$ cat src/sv/cws_pkg.sv
// shared types and constants of the cross window sorter
`default_nettype none

package cws_pkg;

  // line store geometry
  localparam int MAX_WIDTH  = 1024;
  localparam int MAX_HEIGHT = 1024;
  localparam int COL_W      = $clog2(MAX_WIDTH);
  localparam int ROW_W      = $clog2(MAX_HEIGHT);
  localparam int DIM_W      = 11;
  localparam int CH_W       = 3;
  localparam int PIX_W      = 8;

  // window queue between front and back
  localparam int QUEUE_DEPTH = 4;
  localparam int QPTR_W      = $clog2(QUEUE_DEPTH);
  localparam int QCNT_W      = $clog2(QUEUE_DEPTH + 1);

  // configuration register indexes
  localparam logic [1:0] REG_IMAGE_WIDTH   = 2'd0;
  localparam logic [1:0] REG_IMAGE_HEIGHT  = 2'd1;
  localparam logic [1:0] REG_CHANNEL_COUNT = 2'd2;

  typedef logic [PIX_W-1:0] pix_t;

  // one gathered cross window, unsorted
  typedef struct packed {
    pix_t centre;
    pix_t up;
    pix_t right;
    pix_t down;
    pix_t left;
    logic last;
  } window_t;

  // front to queue write
  typedef struct packed {
    logic    valid;
    window_t data;
  } win_push_t;

endpackage

`default_nettype wire

$ cat src/sv/cws_back.sv
// back end: five-input sorting network and output register
`default_nettype none

module cws_back import cws_pkg::*; (
  input  logic                 clk,
  input  logic                 rst,
  input  window_t              head,
  input  logic                 avail,
  output logic                 pop,
  output logic                 m_tvalid,
  input  logic                 m_tready,
  output logic [5*PIX_W-1:0]   m_tdata,
  output logic                 m_tlast
);

  pix_t v [5];

  // compare-exchange, smaller value in the upper half
  function automatic logic [2*PIX_W-1:0] order2(input pix_t a, input pix_t b);
    return (a > b) ? {b, a} : {a, b};
  endfunction

  // nine-comparator network
  always_comb begin
    v[0] = head.centre;
    v[1] = head.up;
    v[2] = head.right;
    v[3] = head.down;
    v[4] = head.left;
    {v[0], v[1]} = order2(v[0], v[1]);
    {v[3], v[4]} = order2(v[3], v[4]);
    {v[2], v[4]} = order2(v[2], v[4]);
    {v[2], v[3]} = order2(v[2], v[3]);
    {v[0], v[3]} = order2(v[0], v[3]);
    {v[0], v[2]} = order2(v[0], v[2]);
    {v[1], v[4]} = order2(v[1], v[4]);
    {v[1], v[3]} = order2(v[1], v[3]);
    {v[1], v[2]} = order2(v[1], v[2]);
  end

  assign pop = avail && (!m_tvalid || m_tready);

  // output register control
  always_ff @(posedge clk) begin
    if (rst) begin
      m_tvalid <= 1'b0;
    end else if (pop) begin
      m_tvalid <= 1'b1;
    end else if (m_tready) begin
      m_tvalid <= 1'b0;
    end
  end

  // output register payload
  always_ff @(posedge clk) begin
    if (pop) begin
      m_tdata <= {v[4], v[3], v[2], v[1], v[0]};
      m_tlast <= head.last;
    end
  end

endmodule

`default_nettype wire

$ cat config.mk
export PLATFORM = sky130hd
export DESIGN_NAME = cws_back
export DESIGN_NICKNAME = d
export VERILOG_FILES = /design/src/sv/cws_pkg.sv /design/src/sv/cws_back.sv
export SDC_FILE = /design/constraint.sdc
export NUM_CORES = 1
export LEC_CHECK = 0
export ABC_CLOCK_PERIOD_IN_PS = 19300
export BUFFER_PORTS_ARGS = -buffer_cell sky130_fd_sc_hd__clkbuf_2
export CORE_UTILIZATION = 59
export CTS_CLUSTER_DIAMETER = 150
export DETAILED_ROUTE_END_ITERATION = 6
export PLACE_DENSITY = 0.8
export SLEW_MARGIN = 20
export SYNTH_ARGS = -nofsm -noshare
export SYNTH_HDL_FRONTEND = slang
export SYNTH_SLANG_ARGS = --single-unit
$ cat constraint.sdc
create_clock -name clk -period 19.3 [get_ports clk]
set_input_delay 3.86 -clock clk [delete_from_list [all_inputs] [get_ports clk]]
set_output_delay 3.86 -clock clk [all_outputs]
set_load 0.01 [all_outputs]
# --- Word level (Yosys, flattened, before mapping) ---
# Index checks and enable logic that the tools add are counted.
totals:
  romBits: 0
  register_bits: 42
  latch_bits: 0
  ramBits: 0
  input_bits: 45
  word_cells: 27
  memories: 0
op_classes:
  n_shift: 0
  muxes: 11
  bitwise_logic: 0
  order_cmp: 9
  n_reduce_logical: 4
  n_div: 0
  n_eq_ne: 0
  n_addsub: 0
  n_mul: 0
op_table:
  columns: ["cell", "count"]
  rows:
  - ["16-bit two-way mux", 9]
  - ["8-bit greater-than comparator", 9]
  - ["1-bit two-way mux", 2]
  - ["2-bit nonzero test", 1]
  - ["1-bit logical AND", 1]
  - ["1-bit logical NOT", 1]
  - ["1-bit logical OR", 1]

# --- Longest topological paths before layout ---
depth:
  word_depth: 12
  mapped_depth: 62
  depth_no_buf: 54

# --- Least setup slack after synthesis ---
# No wires, ideal clock.
synth_timing:
  kind: "in2reg"
  startpoint: "input port head[2] (netlist bit)"
  endpoint: "register m_tdata[14], data pin"
  t_arrival_ps: 14742
  stages: 61
  path_buffers: 9
  slack_ps: 4300
  required_ps: 19042
  setup_ps: 258
  path_cell_list: "inv_1 -> ha_1 -> nor2b_1 -> o211ai_1 -> a21oi_1 -> o21ai_1 -> clkbuf_1 -> clkbuf_1 -> nand2_1 -> o21ai_0 -> ha_1 -> inv_1 -> a221o_1 -> o31a_1 -> o22ai_1 -> mux2_4 -> clkbuf_1 -> clkbuf_1 -> (+25 left out) -> nand2b_1 -> a21oi_1 -> o21ai_0 -> o21ai_1 -> clkbuf_1 -> mux2i_1 -> inv_1 -> ha_1 -> nor2b_1 -> o21a_1 -> o21ai_0 -> nand2b_1 -> a21oi_1 -> o21ai_0 -> o21ai_0 -> clkbuf_1 -> nand3_1 -> o221a_1"
synth_rtl:
  columns: ["item", "line", "source"]
  rows:
  - ["start, declared", "cws_back.sv:7", "input window_t head,"]
  - ["end signal, assigned", "cws_back.sv:57", "m_tdata <= {v[4], v[3], v[2], v[1], v[0]};"]
  - ["end, declared", "cws_back.sv:12", "output logic [5*PIX_W-1:0] m_tdata,"]

==> results.rst <==
.. list-table::
   :header-rows: 1

   * - Metric
     - Value
   * - Status
     - finished, final reports clean
   * - Placed Area
     - 6090 sq um
   * - Largest delay share family, worst path
     - compound AO/OA/AOI/OAI gates
   * - Final cycle utilization of the critical path
     - 0.854
   * - Wire length of the first global-routing pass
     - 26.0 mm
   * - DRC Markers
     - 0
   * - Number of global-route vias before repair
     - 5,237
   * - Number of instances in the synthesized netlist
     - 690
   * - Unrepaired setup endpoints after global routing
     - false
   * - Post-synth top flop
     - sky130_fd_sc_hd__edfxtp_1
   * - Drt first-iter violations
     - 343
   * - Vias per cell
     - 6.48
   * - Number of buffers created by CTS
     - 5
   * - Category of the critical setup timing path
     - input port to flip-flop
   * - Clock slew at the register clock pins of the worst setup and hold paths
     - 0.09 ns
   * - Setup skew after layout
     - 0.0104 ns
   * - Final hold violation count
     - 0
   * - Remaining global-route overflow
     - 0
   * - Number of buffers on the longest clock path
     - 2
   * - Number of detailed-route iterations in the first pass
     - 6
   * - CTS Hold Bufs
     - 0
   * - Die Outline Area
     - 9820 sq um
   * - Achievable Freq
     - 0.0606 GHz
   * - Dpl ws
     - 2.78 ns
   * - Fraction of final layout cells sized beyond drive strength 1
     - 0.183
   * - Number of synthesis warnings
     - 0
   * - Data arrival at the endpoint of the critical path
     - 16.55 ns
   * - Worst skew pair latency
     - 0.31 ns
   * - Total of flip-flops plus latches after synthesis
     - 42
   * - Net count reported at finish
     - 876
   * - Largest net degree at the start of global routing
     - 43
   * - Placeable core area
     - 9200 sq um
   * - Post_cts resized
     - 0
   * - Stage delay of the slowest cell on the critical path
     - 0.74 ns
   * - Post-Syn Area
     - 5560 sq um
   * - Slew headroom
     - 0.376
   * - Post-CTS setup buffer count
     - 0
   * - Ys async rst share
     - 0
   * - Starting density of the core
     - 0.605
   * - DRT Wirelength
     - 16.5 mm
   * - Std cell rows
     - 35
   * - Buf+Inv Stages, Crit Path
     - 5
   * - Post-route cell area
     - 6210 sq um
   * - Number of diodes
     - 0
   * - Number of distinct library cells after synthesis
     - 78
   * - GP Congestion
     - 1.00
   * - ANT nets after route
     - 0
   * - Total clock sinks
     - 42
   * - Post-synth net total
     - 802
   * - Avg Inst Size Synth
     - 8.06 sq um
   * - Syn-to-layout area delta
     - 11.6%
   * - Finish-stage setup viols
     - 0
   * - Maxcap violations
     - 0
   * - Leading cell type in the layout, fill and taps excluded
     - sky130_fd_sc_hd__clkbuf_2
   * - CTS tree
     - built
   * - Top-Level Pins
     - 88
   * - Number of enable flip-flop cells after synthesis
     - 41
   * - Post-synthesis sequential area ratio
     - 0.225
   * - Class of the tightest hold or removal check
     - flip-flop to flip-flop
   * - Clk Tree Root Cell
     - sky130_fd_sc_hd__clkbuf_8
   * - Total negative slack
     - 0 ns
   * - Final worst-path setup slack
     - 2.81 ns
   * - DR vias
     - 5,679
   * - Kind of capture point of the worst setup path
     - flip-flop
   * - Critical Path RT
     - 19.36 ns
   * - CP Launch Type
     - input port
   * - Number of inserted filler cells in the final layout
     - 791
   * - Total number of H-tree levels
     - 2
   * - Measured slew at the worst slew-check pin
     - 0.933 ns
   * - Critical-path maximum fanout
     - 26
   * - Buffers added on ports
     - 87
   * - Y dimension of the die
     - 99.1 um
   * - GR Util All Layers
     - 0.340
   * - Most frequent cells in the layout
     - sky130_fd_sc_hd__clkbuf_2, sky130_fd_sc_hd__ha_1, sky130_fd_sc_hd__o21ai_0
   * - Average wire per standard cell
     - 18.9 um
   * - Estimated wirelength of the detail-placed design
     - 13.4 mm
   * - Master of the slowest instance on the critical path
     - sky130_fd_sc_hd__o21a_1
   * - Shortest clock period the worst path allows after layout
     - 16.49 ns
   * - Die outline width
     - 99.1 um
   * - Initial antenna violation count
     - 0
   * - Number of pins exceeding their max-slew limit in the final report
     - 0
cells in the mapped netlist, types with 3 or more instances:
cell	number	area share
sky130_fd_sc_hd__or3_1	5	0.0056
sky130_fd_sc_hd__and3_1	11	0.012
sky130_fd_sc_hd__o311ai_0	4	0.0063
sky130_fd_sc_hd__edfxtp_1	41	0.22
sky130_fd_sc_hd__a31oi_1	7	0.0079
sky130_fd_sc_hd__and4_1	4	0.0063
sky130_fd_sc_hd__clkbuf_1	19	0.013
sky130_fd_sc_hd__nand2_1	57	0.038
sky130_fd_sc_hd__o22ai_1	4	0.0045
sky130_fd_sc_hd__buf_2	4	0.0036
sky130_fd_sc_hd__nor3_1	14	0.013
sky130_fd_sc_hd__o211ai_1	14	0.019
sky130_fd_sc_hd__o21ai_1	9	0.0081
sky130_fd_sc_hd__nand3_1	25	0.022
sky130_fd_sc_hd__o31a_1	4	0.0063
sky130_fd_sc_hd__o32ai_1	3	0.0047
sky130_fd_sc_hd__and2_1	9	0.010
sky130_fd_sc_hd__o21ai_0	66	0.059
sky130_fd_sc_hd__ha_1	67	0.15
sky130_fd_sc_hd__o21a_1	10	0.013
sky130_fd_sc_hd__or2_2	5	0.0056
sky130_fd_sc_hd__nor2b_1	7	0.0079
sky130_fd_sc_hd__nor2_1	45	0.030
sky130_fd_sc_hd__nor4_1	3	0.0034
sky130_fd_sc_hd__a21oi_1	54	0.049
sky130_fd_sc_hd__nand4_1	5	0.0056
sky130_fd_sc_hd__mux2i_1	38	0.068
sky130_fd_sc_hd__a22oi_1	3	0.0040
sky130_fd_sc_hd__mux2_2	11	0.022
sky130_fd_sc_hd__a211oi_2	3	0.0067
sky130_fd_sc_hd__a21boi_0	3	0.0040
sky130_fd_sc_hd__a21o_1	11	0.015
sky130_fd_sc_hd__o221a_1	3	0.0061
sky130_fd_sc_hd__inv_1	63	0.043
sky130_fd_sc_hd__o31ai_1	10	0.013
registers in the layout (all words and copies together), names as in the netlist:
signal,cells
m_tvalid,1
m_tdata,40
m_tlast,1
final timing paths:
kind                                            start                     to  slack [ns]  cells past startpoint
worst max-delay path                          head[2]  m_tdata[15]$_DFFE_PP_        2.81                     51
worst min-delay path            m_tvalid$_SDFFE_PP0P_  m_tvalid$_SDFFE_PP0P_        0.55                      2
worst max register to register  m_tvalid$_SDFFE_PP0P_  m_tdata[25]$_DFFE_PP_       17.99                      2
worst min register to register  m_tvalid$_SDFFE_PP0P_  m_tvalid$_SDFFE_PP0P_        0.55                      2
logic make-up after synthesis:
kind of cell               synth area share
AOI/OAI and AO/OA                     0.282
xor gates and xnor gates            0.00157
adders and majority gates             0.151
buffers and inverters                0.0636
DFF                                   0.225
muxes                                0.0983
and+or+nand+nor                       0.179
area by class of cell:
type                    instances  area [sq um]  share of cell area
clock buffers                   5          68.8              0.0111
clock inverters                 3          43.8             0.00706
inverters                      64           240              0.0387
multi-input cells             558          3980               0.642
flip-flops and latches         42          1250               0.202
well taps                     111           139              0.0224
repair buffers                 93           480              0.0774
per-layer routing:
layer	vias to the layer above	track usage	routed length, um
li1	2739	-	-
met1	2642	0.433	6960
met2	249	0.573	7710
met3	49	0.0464	1150
met4	0	0.157	711
met5	-	0	0
worst min-delay path, stage by stage, from the launching register on:
cell	delay (ns)
sky130_fd_sc_hd__dfxtp_1	0.35
sky130_fd_sc_hd__a21oi_1	0.13
sky130_fd_sc_hd__nor2_1	0.04
per-stage QoR:
step / std cells / hold WS [ns] / util
final: 876 / 0.552 / 0.675
after detailed placement: 868 / 0.541 / 0.662
after global placement: 868 / 0.536 / 0.662
after global routing: 876 / 0.578 / 0.675
after floorplan: 690 / 0.535 / -
after CTS: 876 / 0.555 / 0.674
Power is not shown: default switching activity piles up to over one toggle a cycle in this logic, so the estimate is an artifact.
