==> src/sv/cws_pkg.sv <==
// shared types and constants of the cross window sorter
`default_nettype none

package cws_pkg;

  // line store geometry
  localparam int MAX_WIDTH  = 1024;
  localparam int MAX_HEIGHT = 1024;
  localparam int COL_W      = $clog2(MAX_WIDTH);
  localparam int ROW_W      = $clog2(MAX_HEIGHT);
  localparam int DIM_W      = 11;
  localparam int CH_W       = 3;
  localparam int PIX_W      = 8;

  // window queue between front and back
  localparam int QUEUE_DEPTH = 4;
  localparam int QPTR_W      = $clog2(QUEUE_DEPTH);
  localparam int QCNT_W      = $clog2(QUEUE_DEPTH + 1);

  // configuration register indexes
  localparam logic [1:0] REG_IMAGE_WIDTH   = 2'd0;
  localparam logic [1:0] REG_IMAGE_HEIGHT  = 2'd1;
  localparam logic [1:0] REG_CHANNEL_COUNT = 2'd2;

  typedef logic [PIX_W-1:0] pix_t;

  // one gathered cross window, unsorted
  typedef struct packed {
    pix_t centre;
    pix_t up;
    pix_t right;
    pix_t down;
    pix_t left;
    logic last;
  } window_t;

  // front to queue write
  typedef struct packed {
    logic    valid;
    window_t data;
  } win_push_t;

endpackage

`default_nettype wire

==> src/sv/cws_fifo.sv <==
// short window queue between front and back
`default_nettype none

module cws_fifo import cws_pkg::*; (
  input  logic              clk,
  input  logic              rst,
  input  win_push_t         push,
  input  logic              pop,
  output window_t           head,
  output logic [QCNT_W-1:0] count
);

  window_t           slots [QUEUE_DEPTH];
  logic [QPTR_W-1:0] wr_ptr;
  logic [QPTR_W-1:0] rd_ptr;

  // pointers and fill level
  always_ff @(posedge clk) begin
    if (rst) begin
      wr_ptr <= '0;
      rd_ptr <= '0;
      count  <= '0;
    end else begin
      if (push.valid) wr_ptr <= wr_ptr + QPTR_W'(1);
      if (pop) rd_ptr <= rd_ptr + QPTR_W'(1);
      count <= count + QCNT_W'(push.valid) - QCNT_W'(pop);
    end
  end

  // storage
  always_ff @(posedge clk) begin
    if (push.valid) begin
      slots[wr_ptr] <= push.data;
    end
  end

  assign head = slots[rd_ptr];

endmodule

`default_nettype wire

==> config.mk <==
export PLATFORM = sky130hd
export DESIGN_NAME = cws_fifo
export DESIGN_NICKNAME = d
export VERILOG_FILES = /design/src/sv/cws_pkg.sv /design/src/sv/cws_fifo.sv
export SDC_FILE = /design/constraint.sdc
export NUM_CORES = 1
export LEC_CHECK = 0
export ABC_AREA = 1
export BUFFER_PORTS_ARGS = -buffer_cell sky130_fd_sc_hd__buf_2
export CAP_MARGIN = 20
export CORE_ASPECT_RATIO = 1.1
export CORE_MARGIN = 2
export CORE_UTILIZATION = 44
export CTS_BUF_LIST = sky130_fd_sc_hd__clkbuf_4 sky130_fd_sc_hd__clkbuf_8 sky130_fd_sc_hd__clkbuf_16
export CTS_CLUSTER_DIAMETER = 40
export CTS_CLUSTER_SIZE = 28
export DETAILED_ROUTE_END_ITERATION = 10
export GPL_TIMING_DRIVEN = 1
export MAX_ROUTING_LAYER = met4
export PLACE_DENSITY = 0.75
export SYNTH_ARGS = -nofsm -noshare
export SYNTH_HDL_FRONTEND = slang
export SYNTH_SLANG_ARGS = --single-unit
==> constraint.sdc <==
create_clock -name clk -period 2.1 [get_ports clk]
set_input_delay 0.63 -clock clk [delete_from_list [all_inputs] [get_ports clk]]
set_output_delay 0.63 -clock clk [all_outputs]
set_load 0.03 [all_outputs]
### Yosys cells after proc, flatten, opt, wreduce, memory -nomap -nowiden

Memory sizes are Yosys's and may differ from the RTL's. A register that Yosys moved wholly into a read port is not among the register bits.
Index checks and enable logic that the tools add are counted.

* $add $sub $neg: 4
* $mul: 0
* div/mod/pow operators: 0
* $lt $le $gt $ge: 0
* equality and inequality tests: 0
* shift operators: 0
* muxes and demuxes: 4
* bitwise logic cells: 0
* reductions and logical operators: 0

Operators with widths (number)
* adder 2 x 1 -> 2 bit, second input constant: 2
* two-way mux 2 bit: 2
* adder 3 x 1 -> 3 bit: 1
* subtractor 3 x 1 -> 3 bit: 1
* two-way mux 1 bit: 2

* register bits: 7
* bits in latches: 0
* bits in writable memories: 164
* memory bits (read-only): 0
* input bits: 45
* output and inout port bits: 44
* logic and storage cells: 12
* memories kept: 1

Memories
* slots: depth 4, bits a word 41, read ports 1, clocked after memory_dff 1, wr ports 1, RTL line cws_fifo.sv:13 `window_t slots [QUEUE_DEPTH];`

### Depth between registers and ports, before layout

Gate-level depths: netlist (run 1).

* word-level depth: 3
* mapped depth: 8
* mapped depth without buffers: 8

### Worst setup path after synthesis (run 1)

OpenSTA, ideal clock, no wires.

* path kind: input-to-reg
* start point: in push[41] (netlist name)
* end point: mem slots[2][0] (netlist name), enable pin
* library setup time: 0.395 ns
* arrival time: 1.470 ns
* data required time: 1.705 ns
* setup slack: 0.235 ns
* stages on the path: 2
* buffers on the path: 0
* cell sequence: nand2_1 > inv_1

* word-level cells in the longest chain between the ends: 2

Ends and longest elaborated chain
* start, declared: RTL line cws_fifo.sv:7 `input win_push_t push,`
* two-way mux 1 bit: RTL line cws_fifo.sv:32 `if (push.valid) begin`
* two-way mux 1 bit (not written as such): RTL line cws_fifo.sv:33 `slots[wr_ptr] <= push.data;`
* end, declared: RTL line cws_fifo.sv:13

No other way between the ends.

==> results of run 1 <==
-- registers in the layout, summed over array words and instances, names as in the netlist, named ones only --
| register | cells |
|---|---|
| slots | 164 |
| count | 3 |
| wr_ptr | 2 |
| rd_ptr | 2 |
-- repair_timing --
item,in CTS,in global routing
gates cloned,1,16
setup buffers,0,11
gates resized for setup,48,179
setup endpoints to repair,41,41
pin swaps,1,35
-- worst min-delay path by stage --
stage | endpoint | slack (ns) | cells after the start
2_1_floorplan | wr_ptr[0] | 0.47 | 2
3_3_place_gp | wr_ptr[0] | 0.49 | 2
3_5_place_dp | wr_ptr[0] | 0.52 | 2
4_1_cts | slots[1][28] | 0.40 | 1
5_1_grt | slots[0][2] | 0.41 | 1
6_report | slots[1][28] | 0.41 | 1
-- power by group through the flow --
stage / combinational, mW / clock (mW) / sequential, mW
detailed placement: 0.988 / 0 / 4.06
finish: 1.39 / 3.21 / 4.00
CTS: 1.07 / 3.24 / 3.99
global placement: 0.952 / 0 / 4.05
global route: 1.48 / 3.38 / 4.01
floorplan: 0.597 / 0 / 4.08
-- cells by family after synthesis --
logic type	synth area share, %
flip-flops	77.5
AND/OR/NAND/NOR	8.21
AO/OA/AOI/OAI	9.69
buffers and inverters	3.12
adder cells (fa/ha/maj)	1.44
-- synth_stat cells (all sizes together) --
cell type / instances / share of area (%)
edfxtp: 164 / 75
nor2: 126 / 7.2
o21ai: 123 / 9.4
inv: 19 / 1.1
buf: 14 / 1.3
clkbuf: 12 / 0.68
nand2: 12 / 0.68
dfxtp: 9 / 2.7
ha: 6 / 1.1
a21oi: 3 / 0.23
nor3: 2 / 0.15
a211oi: 1 / 0.11
fa: 1 / 0.30
nand3: 1 / 0.076
nor3b: 1 / 0.11
-- layer usage --
layer	up-vias	part of all wire, %	GRT usage (%)
met5	-	0	-
met4	0	1.1	7.62
met3	19	5.3	4.37
met2	149	54	29.8
met1	2202	39	19.4
li1	2025	-	-
-- area by class of cell --
type	count	area (sq um)
Fill cell	1048	5420
Sequential cell	173	5110
Multi-Input combinational cell	276	1660
Timing Repair Buffer	131	1340
Clock buffer	17	425
Tap cell	192	240
Clock inverter	15	181
Inverter	19	105
Timing Repair inverter	1	16.3
Antenna cell	1	2.50
-- worst max-delay path, delay by kind of cell, from the launching register on --
| kind | cells | cell delay, ns |
|---|---|---|
| AOI/OAI and AO/OA | 2 | 0.22 |
| buffers and inverters | 4 | 0.60 |
| DFF | 1 | 0.40 |
-- metrics by stage --
step                      setup slack [ns]  utilization, %
final                               -0.166            62.7
after global routing                -0.243            62.7
after CTS                           -0.159            56.2
after detailed placement            0.0849            50.9
after global placement               0.173            50.9
after floorplan                      0.235               -
==> flow_summary.ini, run 1 <==
[status]
outcome = finished, violations left
violations = negative setup slack

[critical_path]
critical_path_class = reg -> out
crit_arrival_ns = 1.64
crit_required_ns = 1.47
crit_path_end_kind = primary output
crit_chain = buf_12 -> clkinv_8 -> clkbuf_16 -> o21ai_2 -> o21ai_1 -> buf_4
crit_path_start_kind = register
r2r_setup_slack_ns = 0.46
cp_max_fo = 6
slowest_stage = dfxtp_4
endpoint = head[7]
r2r_end = count[2]
slowest_delay_ns = 0.40
reg2regPathDepth = 8
timing.rr.start = count[0]

[synth]
synth-seq-cells = 173
syn_nets = 546
syn_area_per_cell_sq_um = 13.3
yosysSeqAreaShare_pct = 77.5
postSynthCellCount = 494
synth_warnings = 0
netlist_area_sq_um = 6580
synth_cell_types = 20

[die]
die_h_um = 132
ios = 89
fp-row-count = 46
core_region_area_sq_um = 14500
die_w_um = 121
dieArea_sq_um = 16000
initial_core_util_pct = 45.4

[sta]
setup_ws_ns = -0.166
rsz0062_at_grt = yes
skew_ns = 0.00708
hold_viol_final = 0
finalSetupTns_ns = -5.22
max_clock_freq_mhz = 441
period_share_pct = 108
setup_viol = 41
whs_ns = 0.415
tightest_slew_ns = 0.409
relSlewSlack_pct = 72.6
drv_slew = 0
period_minus_slack_ns = 2.27

[clock_tree]
clk_latency_ns = 0.42
cts_sinks = 173
cts_tree = yes
cts_root_buffer = clkbuf_16
hold_buffers = 0
cts_buffers = 17
cts_max_level = 4
clk_path_buf_depth = 2
path_clk_slew_ns = 0.06

[cells_and_area]
fin_nets = 671
layout_commonest_cell = edfxtp_1
design_area_sq_um = 9090
layout-drive-gt1-share_pct = 41.0
final_cell_mix = edfxtp_1 (164), nor2_1 (103), o21ai_1 (59)
syn_to_final_growth_pct = 38.0
layoutNonFillerInstCount = 825

[detailed_routing]
drt_iter0_drc = 379
via_count = 4395
avgViaCountPerCell = 5.33
routedWlPerCell_um = 19.4
drcViolationCount = 0
drt_first_pass_iters = 5
ant_nets = 0
drt-total-wl_um = 16000

[power]
seqPwrFrac_pct = 46.5
cellPowerDensity_nw_per_um2 = 946
p_leak_nw = 3.34
switching_share_pct = 25.8
ir_drop_v = 0.000486
p_clk_share_pct = 37.4
p_switching_mw = 2.22
combPwrFrac_pct = 16.1
intPower_mw = 6.38
finalPower_mw = 8.60

[grt]
grt_pass1_wl_um = 20500
antenna_found_initial = 1
grt_pass1_vias = 4216
grt_util_all_layers_pct = 17.5
grt-ovfl-total = 0
grt_max_degree = 40

[placement]
placed_cells = 764
place_congestion = 0.763
post_dp_cell_area_sq_um = 7390
dp_hpwl_um = 7850
numPortBuffers = 88

[hold_path]
hp-start = push[28]
min_path_type = in -> reg

[flow_run]
drv_cap = 0
No activity file was read; power rests on OpenSTA's default activity.
==> run 2: changes to the inputs <==
--- a/config.mk
+++ b/config.mk
@@ -18,6 +18,7 @@
 export GPL_TIMING_DRIVEN = 1
 export MAX_ROUTING_LAYER = met4
 export PLACE_DENSITY = 0.75
+export REMOVE_ABC_BUFFERS = 1
 export SYNTH_ARGS = -nofsm -noshare
 export SYNTH_HDL_FRONTEND = slang
 export SYNTH_SLANG_ARGS = --single-unit
==> flow_summary.ini, run 2 (synthesis gave the netlist of run 1 again) <==
[status]
outcome = finished, violations left
violations = negative setup slack

[cells_and_area]
final_cell_mix = edfxtp_1 (164), nor2_1 (114), o21ai_1 (99)
num-fill-cells = 1133
largest_reg_flops = 164
layout-drive-gt1-share_pct = 28.1
fin_util_pct = 59.0
design_area_sq_um = 8560
layoutNonFillerInstCount = 807
regMostFlops = slots
top_regs = slots (164), count (3)
syn_to_final_growth_pct = 30.0
fin_nets = 654
antenna_cells = 0
layout_commonest_cell = edfxtp_1

[sta]
setup_ws_ns = -0.194
rsz0062_at_grt = yes
skew_ns = 0.00936
hold_viol_final = 0
drv_slew = 0
max_clock_freq_mhz = 436
tightest_slew_ns = 0.284
relSlewSlack_pct = 81.0
period_share_pct = 109
setup_viol = 41
period_minus_slack_ns = 2.29

[clock_tree]
cts_max_level = 4
cts_sinks = 173
cts_buffers = 17
path_clk_slew_ns = 0.06
clk_path_buf_depth = 2
cts_root_buffer = clkbuf_16
clk_latency_ns = 0.43
cts_tree = yes

[power]
ir_drop_v = 0.000448
cellPowerDensity_nw_per_um2 = 1000
p_leak_nw = 3.16
finalPower_mw = 8.57

[detailed_routing]
drt_first_pass_iters = 5
drt_iter0_drc = 318
routedWlPerCell_um = 19.0
avgViaCountPerCell = 5.32
drcViolationCount = 0
drt-total-wl_um = 15400
ant_nets = 0
via_count = 4294

[die]
initial_core_util_pct = 45.4
die_h_um = 132
core_region_area_sq_um = 14500
ios = 89
dieArea_sq_um = 16000
fp-row-count = 46
die_w_um = 121

[placement]
placed_cells = 762
place_congestion = 0.729
dp_hpwl_um = 7450
post_dp_cell_area_sq_um = 7380
numPortBuffers = 88

[grt]
antenna_found_initial = 0
grt_util_all_layers_pct = 19.7
grt_max_degree = 31
grt-ovfl-total = 0
grt_pass1_vias = 4177
grt_pass1_wl_um = 22500

[critical_path]
critical_path_class = reg -> out
slowest_delay_ns = 0.48
crit_path_start_kind = register
crit_path_end_kind = primary output
cp_max_fo = 8
timing.rr.start = count[0]
crit_family = buffers and inverters
crit_arrival_ns = 1.66
timing.critical_path.buf_inv = 3
crit_required_ns = 1.47
crit_chain = buf_12 -> buf_16 -> nor2_2 -> nor2_1 -> o21ai_1 -> o21ai_1 -> buf_4
slowest_stage = dfxtp_4
path_common_cell = o21ai_1

[hold_path]
min_path_type = in -> reg
hp-start = push[18]

[flow_run]
drv_cap = 0
[run 2: worst paths after layout]
kind	slack, ns	endpoint	depth (start not counted)
worst min register to register	0.54	wr_ptr[1]	2
worst max register to register	0.52	count[2]	8
worst max-delay path	-0.19	head[26]	7
worst min-delay path	0.41	slots[0][18]	1
[run 2: per-stage QoR]
stage	setup TNS, ns	setup WS [ns]	hold WS (ns)
after floorplan	-64.15	-1.57	0.467
after global placement	0	0.134	0.483
after detailed placement	0	0.124	0.529
after CTS	-5.06	-0.187	0.398
after global routing	-9.12	-0.268	0.397
final	-6.12	-0.194	0.413
[run 2: timing repair]
action	4_1_cts	5_1_grt
hold buffers	0	0
pin swaps	0	15
setup buffers	1	1
gates cloned	6	5
endpoints found under the setup margin	41	41
resized for setup	58	49
endpoints found under the hold margin	0	0
[run 2: routing by layer]
metal / global-route usage (%) / vias to the layer above / part of all wire [%]
met5: - / - / 0
met4: 6.98 / 0 / 1.6
met3: 5.19 / 24 / 4.8
met2: 31.3 / 133 / 51
met1: 24.4 / 2145 / 42
li1: - / 1992 / -
[run 2: power breakdown]
| part | total [mW] | switching [mW] | internal (mW) |
|---|---|---|---|
| clock network | 3.37 | 1.24 | 2.13 |
| logic | 1.21 | 0.754 | 0.455 |
| registers | 3.99 | 0.0552 | 3.94 |
[run 2: layout make-up]
cell class                 instances  area (sq um)  area share [%]
inverter                          19          86.3            1.01
clock inverter                     9           159            1.86
sequential                       173          5110            59.7
clock buffer                      23           489            5.71
timing repair buffer             115          1130            13.2
tap                              192           240            2.81
multi-input combinational        276          1350            15.7
[run 2: worst register-to-register path, cell delays in order, from the launching register on]
cell and delay [ns]:
dfxtp_1 0.33, inv_1 0.04, ha_1 0.26, inv_1 0.04, ha_1 0.18, fa_1 0.39
inv_1 0.08, nand3_1 0.07, a21oi_1 0.13
==> run 3: changes to the inputs <==
--- a/config.mk
+++ b/config.mk
@@ -11,7 +11,6 @@
 export CORE_ASPECT_RATIO = 1.1
 export CORE_MARGIN = 2
 export CORE_UTILIZATION = 44
-export CTS_BUF_LIST = sky130_fd_sc_hd__clkbuf_4 sky130_fd_sc_hd__clkbuf_8 sky130_fd_sc_hd__clkbuf_16
 export CTS_CLUSTER_DIAMETER = 40
 export CTS_CLUSTER_SIZE = 28
 export DETAILED_ROUTE_END_ITERATION = 10
@@ -19,6 +18,7 @@
 export MAX_ROUTING_LAYER = met4
 export PLACE_DENSITY = 0.75
 export REMOVE_ABC_BUFFERS = 1
+export SKIP_CTS_REPAIR_TIMING = 1
 export SYNTH_ARGS = -nofsm -noshare
 export SYNTH_HDL_FRONTEND = slang
 export SYNTH_SLANG_ARGS = --single-unit
==> flow_summary.ini, run 3 (synthesis gave the netlist of run 1 again) <==
[status]
outcome = finished, violations left
violations = negative setup slack

[detailed_routing]
avgViaCountPerCell = 5.33
drcViolationCount = 0
ant_nets = 0
drt_first_pass_iters = 6
via_count = 4320
drt_iter0_drc = 392
routedWlPerCell_um = 19.3
drt-total-wl_um = 15700

[grt]
grt_max_degree = 60
grt_pass1_wl_um = 20100
grt_pass1_vias = 3937
grt-ovfl-total = 0
antenna_found_initial = 0
grt_util_all_layers_pct = 17.4

[placement]
place_congestion = 0.729
numPortBuffers = 88
dp_hpwl_um = 7450
dpl_worst_slack_ns = 0.124

[power]
p_leak_nw = 3.14
ir_drop_v = 0.000452
cellPowerDensity_nw_per_um2 = 1000

[critical_path]
cp_max_fo = 15
crit_path_start_kind = register
crit_family = buffers and inverters
crit_arrival_ns = 1.67
critical_path_class = reg -> out
timing.critical_path.buf_inv = 3
crit_path_end_kind = primary output
crit_required_ns = 1.47
slowest_stage = dfxtp_4
slowest_delay_ns = 0.39
path_common_cell = o21ai_1
crit_chain = buf_6 -> clkbuf_16 -> a21oi_2 -> o21ai_1 -> o21ai_1 -> buf_4

[cells_and_area]
fin_nets = 657
layout-drive-gt1-share_pct = 27.2
regMostFlops = slots
num-fill-cells = 1143
antenna_cells = 0
syn_to_final_growth_pct = 29.1
largest_reg_flops = 164
final_cell_mix = edfxtp_1 (164), nor2_1 (119), o21ai_1 (84)
top_regs = slots (164), count (3)
layout_commonest_cell = edfxtp_1

[sta]
max_clock_freq_mhz = 435
tightest_slew_ns = 0.273
hold_viol_final = 0
drv_slew = 0
relSlewSlack_pct = 81.7
skew_ns = 0.0123
setup_ws_ns = -0.196
rsz0062_at_grt = yes
period_share_pct = 109
period_minus_slack_ns = 2.30
finalSetupTns_ns = -5.44
setup_viol = 41

[clock_tree]
cts_buffers = 17
clk_latency_ns = 0.44
cts_tree = yes
cts_sinks = 173
path_clk_slew_ns = 0.07
cts_max_level = 4
clk_path_buf_depth = 2
cts_root_buffer = clkbuf_16

[die]
die_w_um = 121
dieArea_sq_um = 16000
die_h_um = 132
core_region_area_sq_um = 14500
ios = 89
initial_core_util_pct = 45.4
fp-row-count = 46

[hold_path]
min_path_type = in -> reg

[flow_run]
drv_cap = 0
==> run 3: changes by cell type in the layout (fill, tap and decap cells not counted), sizes merged <==
cell,before,now
buf,110,108
clkbuf,28,33
==> run 3: layer usage <==
metal	vias to the layer above	routed length, um	global-route usage [%]	share of wire [%]
met5	-	0	-	0
met2	162	7920	27.8	51
li1	1989	-	-	-
met4	0	275	6.72	1.8
met3	23	1080	5.32	6.9
met1	2146	6390	20.8	41
==> run 3: layout make-up <==
class | count | area, sq um | share of cell area, %
Timing Repair Buffer | 118 | 1110 | 13.1
Clock buffer | 23 | 478 | 5.62
Multi-Input combinational cell | 276 | 1320 | 15.5
Sequential cell | 173 | 5110 | 60.2
Tap cell | 192 | 240 | 2.83
Clock inverter | 9 | 159 | 1.87
Inverter | 19 | 81.3 | 0.957
==> run 3: report_power, final <==
| group | leakage [nW] | total, mW | internal (mW) | switching [mW] |
|---|---|---|---|---|
| Combinational | 1.25 | 1.20 | 0.441 | 0.754 |
| Sequential | 1.58 | 3.99 | 3.94 | 0.0503 |
| Clock | 0.308 | 3.33 | 2.09 | 1.24 |
| Total | 3.14 | 8.52 | 6.47 | 2.05 |
==> run 3: worst paths after layout <==
path	cells past startpoint	startpoint	to	slack (ns)
min	1	push[19]	slots[3][19]	0.41
max reg2reg	8	count[0]	count[2]	0.52
min reg2reg	2	wr_ptr[0]	wr_ptr[0]	0.54
max	6	register	head[39]	-0.20
==> run 3: per-stage QoR <==
step / utilization [%] / power, mW / instances / instance area, sq um / hold WS [ns]
finish: 58.6 / 8.52 / 810 / 8500 / 0.406
global route: 58.6 / 8.80 / 810 / 8500 / 0.396
CTS: 55.3 / 8.33 / 794 / 8010 / 0.398
detailed placement: 50.9 / 5.04 / 762 / 7380 / 0.529
global placement: 50.9 / 5.00 / 762 / 7380 / 0.483
floorplan: - / 4.65 / 468 / 6450 / 0.467
